## src/hdl/byte_stream_ring_fifo_unit_defines.svh

```systemverilog
// Assertion macros used by the byte stream ring FIFO back end.
`ifndef BYTE_STREAM_RING_FIFO_UNIT_DEFINES_SVH
`define BYTE_STREAM_RING_FIFO_UNIT_DEFINES_SVH

// Condition that must hold at every clock edge out of reset.
`define BSRF_ASSERT_ALWAYS(lbl, expr, msg) \
    lbl: assert property (@(posedge aclk) disable iff (!aresetn) (expr)) \
        else $error(msg);

// Condition that must hold in the cycle after a trigger.
`define BSRF_ASSERT_NEXT(lbl, trig, expr, msg) \
    lbl: assert property (@(posedge aclk) disable iff (!aresetn) (trig) |=> (expr)) \
        else $error(msg);

`endif

```

## src/hdl/bsrf_pkg.sv

```systemverilog
// Shared types and constants of the byte stream ring FIFO.
`timescale 1ns / 1ps
package bsrf_pkg;

    localparam int DEPTH_DEF    = 1024;
    localparam int MAX_PEEK_DEF = 64;

    localparam int DATA_W = 8;
    localparam int CNT_W  = 11;
    localparam int TOT_W  = 32;

    localparam logic [CNT_W-1:0] CAP_RESET = 11'd1024;

    typedef enum logic [1:0] {
        OP_WRITE = 2'd0,
        OP_PEEK  = 2'd1,
        OP_POP   = 2'd2,
        OP_END   = 2'd3
    } op_t;

    // One decoded command waiting in the front queue
    typedef struct packed {
        op_t               op;
        logic [DATA_W-1:0] data_byte;
        logic [CNT_W-1:0]  length;
    } item_t;

    // One result transaction
    typedef struct packed {
        logic [DATA_W-1:0] read_byte;
        logic              byte_valid;
        logic              last;
        logic [CNT_W-1:0]  done_count;
        logic [CNT_W-1:0]  fill_level;
        logic [CNT_W-1:0]  space_left;
        logic              input_closed;
        logic              end_of_stream;
        logic              error_flag;
        logic [TOT_W-1:0]  total_written;
        logic [TOT_W-1:0]  total_read;
    } res_t;

endpackage

```

## src/hdl/bsrf_front.sv

```systemverilog
// Front end: accepts input transactions, decodes them into a two-entry queue.
`timescale 1ns / 1ps
module bsrf_front (
    input  logic                        aclk,
    input  logic                        aresetn,
    input  logic                        s_valid,
    output logic                        s_ready,
    input  logic [1:0]                  s_command,
    input  logic [bsrf_pkg::DATA_W-1:0] s_data_byte,
    input  logic [bsrf_pkg::CNT_W-1:0]  s_length,
    output logic                        q_valid,
    output bsrf_pkg::item_t             q_item,
    input  logic                        q_pop
);
    import bsrf_pkg::*;

    item_t      entry_reg [2];
    logic       wr_sel_reg, wr_sel_next;
    logic       rd_sel_reg, rd_sel_next;
    logic [1:0] count_reg, count_next;
    logic       push;
    logic       pop;
    item_t      new_item;

    // every 2-bit command value is a defined operation
    always_comb begin
        new_item.op        = op_t'(s_command);
        new_item.data_byte = s_data_byte;
        new_item.length    = s_length;
    end

    assign s_ready = (count_reg != 2'd2);
    assign q_valid = (count_reg != 2'd0);
    assign q_item  = entry_reg[rd_sel_reg];
    assign push    = s_valid && s_ready;
    assign pop     = q_pop && q_valid;

    always_comb begin
        wr_sel_next = push ? ~wr_sel_reg : wr_sel_reg;
        rd_sel_next = pop ? ~rd_sel_reg : rd_sel_reg;
        count_next  = count_reg + {1'b0, push} - {1'b0, pop};
    end

    always_ff @(posedge aclk) begin
        if (!aresetn) begin
            wr_sel_reg <= 1'b0;
            rd_sel_reg <= 1'b0;
            count_reg  <= 2'd0;
        end else begin
            wr_sel_reg <= wr_sel_next;
            rd_sel_reg <= rd_sel_next;
            count_reg  <= count_next;
        end
    end

    always_ff @(posedge aclk) begin
        if (push) begin
            entry_reg[wr_sel_reg] <= new_item;
        end
    end

endmodule

```

## config.mk

```make
export PLATFORM = sky130hd
export DESIGN_NAME = bsrf_front
export DESIGN_NICKNAME = d
export VERILOG_FILES = /design/src/hdl/byte_stream_ring_fifo_unit_defines.svh /design/src/hdl/bsrf_pkg.sv /design/src/hdl/bsrf_front.sv
export SDC_FILE = /design/constraint.sdc
export NUM_CORES = 1
export LEC_CHECK = 0
export BUFFER_PORTS_ARGS = -buffer_cell sky130_fd_sc_hd__buf_4
export CORE_ASPECT_RATIO = 1.75
export CORE_MARGIN = 10
export CORE_UTILIZATION = 45
export DETAILED_ROUTE_END_ITERATION = 10
export PLACE_DENSITY = 0.68
export SETUP_SLACK_MARGIN = 0.15
export SLEW_MARGIN = 20
export SYNTH_ARGS = -nofsm -noshare
export SYNTH_HDL_FRONTEND = slang
export SYNTH_SLANG_ARGS = --single-unit
```

## constraint.sdc

```tcl
create_clock -name aclk -period 2.6 [get_ports aclk]
set_input_delay 0.13 -clock aclk [delete_from_list [all_inputs] [get_ports aclk]]
set_output_delay 0.13 -clock aclk [all_outputs]
set_load 0.01 [all_outputs]
```

Yosys cells after proc, flatten, opt, wreduce, memory -nomap -nowiden. Memories as Yosys holds them, arrays and structs flattened. A register that Yosys moved wholly into a read port is not among the register bits. Cells that the tools add are included.

Flip-flop bits (word level): 4. Bits in latches: 0. Memory bits (writable): 42. ROM bits: 0. Input port bits: 25. Output and inout port bits: 23. Word-level logic and storage cells: 16. Memories: 1.

Add/sub/neg operators: 2. $mul: 0. Divide/modulo/power cells: 0. $lt $le $gt $ge: 0. Equal/unequal tests: 1. Shifts and indexed selects: 0. Multiplexer cells: 4. Bitwise operators: 2. Reduce and logical (&&, ||, !) cells: 3.

Memory list: entry_reg (depth 2, bits a word 21, rd ports 1, clocked after memory_dff 1, write ports 1, RTL line bsrf_front.sv:17) `item_t entry_reg [2];`.

Operators with widths (number): $mux W1 (4); $add A2 B1 Y2 (1); $logic_and A1 B1 Y1 (2); $ne A2 B2 Y1 const B (1); $not A1 Y1 (2); $reduce_bool A2 Y1 (1); $sub A2 B1 Y2 (1).

Logic depth before layout (Yosys ltp).
Word-level depth: 4. Depth in mapped cells: 8.

Least setup slack after synthesis. OpenSTA, ideal clock, no wires.

Path kind: flip-flop to flip-flop. From: register count_reg[0]. To: memory entry_reg[0][0] in the netlist's numbering (enable). Library setup time: 399 ps. Arrival: 1557 ps. Required time: 2201 ps. Path slack: 644 ps. Cell stages (with the launch flop): 4. Buffers on the path: 0. Clock period less this slack: 1956 ps. Path through: dfxtp_1 -> nand2b_1 -> nand2_1 -> nor2_1.

Longest elaborated chain between the ends: 4.

Ends and longest elaborated chain: from (decl) (RTL line bsrf_front.sv:20) `logic [1:0] count_reg, count_next;`; from (signal assigned) (RTL line bsrf_front.sv:52) `count_reg <= count_next;`; $ne A2 B2 Y1 (RTL line bsrf_front.sv:32) `assign s_ready = (count_reg != 2'd2);`; net s_ready (RTL line bsrf_front.sv:7) `output logic s_ready,`; $logic_and A1 B1 Y1 (RTL line bsrf_front.sv:35) `assign push = s_valid && s_ready;`; $mux W1 (RTL line bsrf_front.sv:57) `if (push) begin`; $mux W1 (not written as such) (RTL line bsrf_front.sv:58) `entry_reg[wr_sel_reg] <= new_item;`; to (decl) (RTL line bsrf_front.sv:17).

The timed path passes the listed nets, and every way through them passes these cells.

Worst setup path in the final report.
From: register count_reg[0]. To: memory entry_reg[0][9] in the netlist's numbering (enable).

Longest elaborated chain between the ends: 4.

Ends and longest elaborated chain (RTL line): $ne A2 B2 Y1 (bsrf_front.sv:32); $logic_and A1 B1 Y1 (bsrf_front.sv:35); $mux W1 (bsrf_front.sv:57); $mux W1 (not written as such) (bsrf_front.sv:58).

Every way passes these cells.

==> out/results.tsv <==
metric	value	unit
synth_fp_nets	116	
muxShareOfSynthArea	14.0	%
status	complete, no violations	
via_per_inst	4.80	
fp-row-count	30	
die_area	6900	um^2
synth-simple-area-share	3.49	%
main_combinational_cell_family_by_area_after_synthesis	multiplexers	
period_share	66.1	%
dp.final_hpwl	2520	um
buffer_ports.inserted	47	
num-fill-cells	310	
final_max_slew_viol_count	0	
crit_required	2.60	ns
maxCapViolations	0	
first_iter_violations	39	
slowest_stage	sky130_fd_sc_hd__nor2_2	
ctsHtreeMaxLevel	2	
syn-mean-instance-area	19.7	um^2
clock_sinks	47	
warning_count_from_the_yosys_run	0	
post_synth_instance_area	1760	um^2
synth_xor_xnor_area_share	1.50	%
powerDensity	909	nW/um^2
arrival	1.72	ns
clk_root_buffer_cell	sky130_fd_sc_hd__clkbuf_8	
slowest_stage_delay_on_critical_path	0.43	ns
finalNonFillerCells	199	
drt_pass1_iterations	4	
core_region_area	3830	um^2
min_period	1.72	ns
drt-total-wl	3290	um
grt_first_pass_wirelength	5330	um
num_antenna_cells	0	
synth_edf_count	42	
grt_overflow	0	
pin_count	48	
clockBufferDepth	2	
ys_ff_latch	47	
post_synth_num_cell_types	16	
synthesis.instances	89	
slew_headroom	65.5	%
timing.setup.critical_path_class	flop to flop	
final-setup-viol-count	0	
first_global_vias	1061	
synth-compound-area-share	0.499	%
final_cell_area	2340	um^2
mostFrequentLayoutCells	50 x sky130_fd_sc_hd__buf_4, 42 x sky130_fd_sc_hd__edfxtp_1, 21 x sky130_fd_sc_hd__mux2_2	
num_vias	955	
setup_tns	0	ns
place_inst	185	
final_hold_violation_count	0	
avgRoutedWirePerCell	16.6	um
rsz0062_at_grt	false	
cp_max_fo	12	
crit_family	simple AND/OR/NAND/NOR gates	
synth_adder_area_share	1.43	%
initial_utilization	45.8	%
fin_worst_skew	0.00411	ns
share_of_final_layout_standard_cells_stronger_than_drive_strength_1	54.3	%
numCtsBuffers	5	
buffers_inserted_during_post_cts_setup_optimization	0	
worst_hold_path_class	primary input to flop	
initial_antenna_violation_count	0	
clk_pin_slew_worst_paths	0.08	ns
cts_tree	yes	
worstPathCellList	nand2b_1, nand2_1, nor2_2, buf_4	
largest_register_ff_count	42	
final_common_cell	sky130_fd_sc_hd__buf_4	
cellLeakagePower	0.902	nW
yosysSeqAreaShare	77.5	%
synthToLayoutAreaGrowth	33.5	%
gp_congestion	0.667	
synth_flop_cell	sky130_fd_sc_hd__edfxtp_1	
route.antenna.remaining_nets	0	
path_buf_inv	1	
num-nets-final	177	
clk-insertion-delay-late	0.29	ns
timing.critical_path.from_type	flop	
die_width	67.2	um
placedInstanceArea	2170	um^2
cp-end-kind	flop	
grt_start_max_net_pins	22	
max_clock_freq	0.582	GHz
worstMarginPinSlew	0.517	ns
synth-async-reset-ratio	0	%
max-vdd-ir-drop	0.617	mV
route.detailed.drc	0	
vert_die_dim	103	um
grt_util_all_layers	10.5	%
-- what timing repair did --
action | in CTS | in global routing
hold buffers | 0 | 6
resized for setup | 0 | 0
endpoints found under the hold margin | 0 | 11
-- power by group --
part           internal, mW  switching, mW
Combinational         0.339          0.287
Clock                 0.286          0.232
Sequential            0.951         0.0368
-- final cells by class --
type | instances | area (um^2) | share of cell area (%)
Timing Repair Buffer | 56 | 435 | 18.6
Clock buffer | 5 | 68.8 | 2.94
Multi-Input combinational cell | 39 | 370 | 15.8
Inverter | 1 | 3.75 | 0.160
Sequential cell | 47 | 1360 | 58.1
Clock inverter | 3 | 43.8 | 1.87
Tap cell | 48 | 60.1 | 2.56
-- final timing paths --
path | from | end | slack, ns | cells past startpoint
hold reg to reg | wr_sel_reg$_SDFFE_PN0N_ | wr_sel_reg$_SDFFE_PN0N_ | 0.54 | 2
hold / removal | s_data_byte[4] | entry_reg[1][15]$_DFFE_PP_ | 0.02 | 1
setup / recovery | count_reg[0]$_SDFF_PN0_ | entry_reg[0][9]$_DFFE_PP_ | 0.88 | 4
setup reg to reg | count_reg[0]$_SDFF_PN0_ | entry_reg[0][9]$_DFFE_PP_ | 0.88 | 4
-- per-stage QoR --
stage / hold WS (ns) / power [mW] / setup slack (ns) / utilization, %
after CTS: 0.00508 / 2.16 / 0.893 / 59.6
after global placement: 0.317 / 1.61 / 1.00 / 56.7
after floorplan: 0.229 / 1.36 / 0.644 / -
after global routing: 0.000826 / 2.25 / 0.755 / 61.2
final: 0.0170 / 2.13 / 0.882 / 61.2
after detailed placement: 0.320 / 1.64 / 0.905 / 56.7
-- cells by family (layout without fill, tap and decap cells) --
group,Yosys count,in the layout
flip-flops,47,47
XOR/XNOR,3,3
multiplexers,22,22
buffers and inverters,3,65
adder cells (fa/ha/maj),2,2
AND/OR/NAND/NOR,11,11
AO/OA/AOI/OAI,1,1
-- worst register-to-register path, stage by stage (launching register included) --
cell,delay [ns]
sky130_fd_sc_hd__dfxtp_1,0.38
sky130_fd_sc_hd__nand2b_1,0.18
sky130_fd_sc_hd__nand2_1,0.13
sky130_fd_sc_hd__nor2_2,0.43
sky130_fd_sc_hd__buf_4,0.31
-- cell usage after synthesis, drive strengths merged (2+ instances only) --
library cell	number	area share (%)
xnor2	3	1.5
and2	2	0.71
nand2b	2	0.71
mux2	21	13
nand2	2	0.43
buf	2	1.3
ha	2	1.4
edfxtp	42	72
dfxtp	5	5.7
nor2b	2	0.71
-- layer usage --
layer / share of wire (%) / track usage [%] / vias to the layer above
met4: 2.4 / 5.24 / 0
met2: 58 / 18.8 / 26
met1: 34 / 10.1 / 469
met3: 5.6 / 3.81 / 6
li1: - / - / 454
met5: 0 / 0 / -
Note: power is estimated with default switching activity, not from simulation.
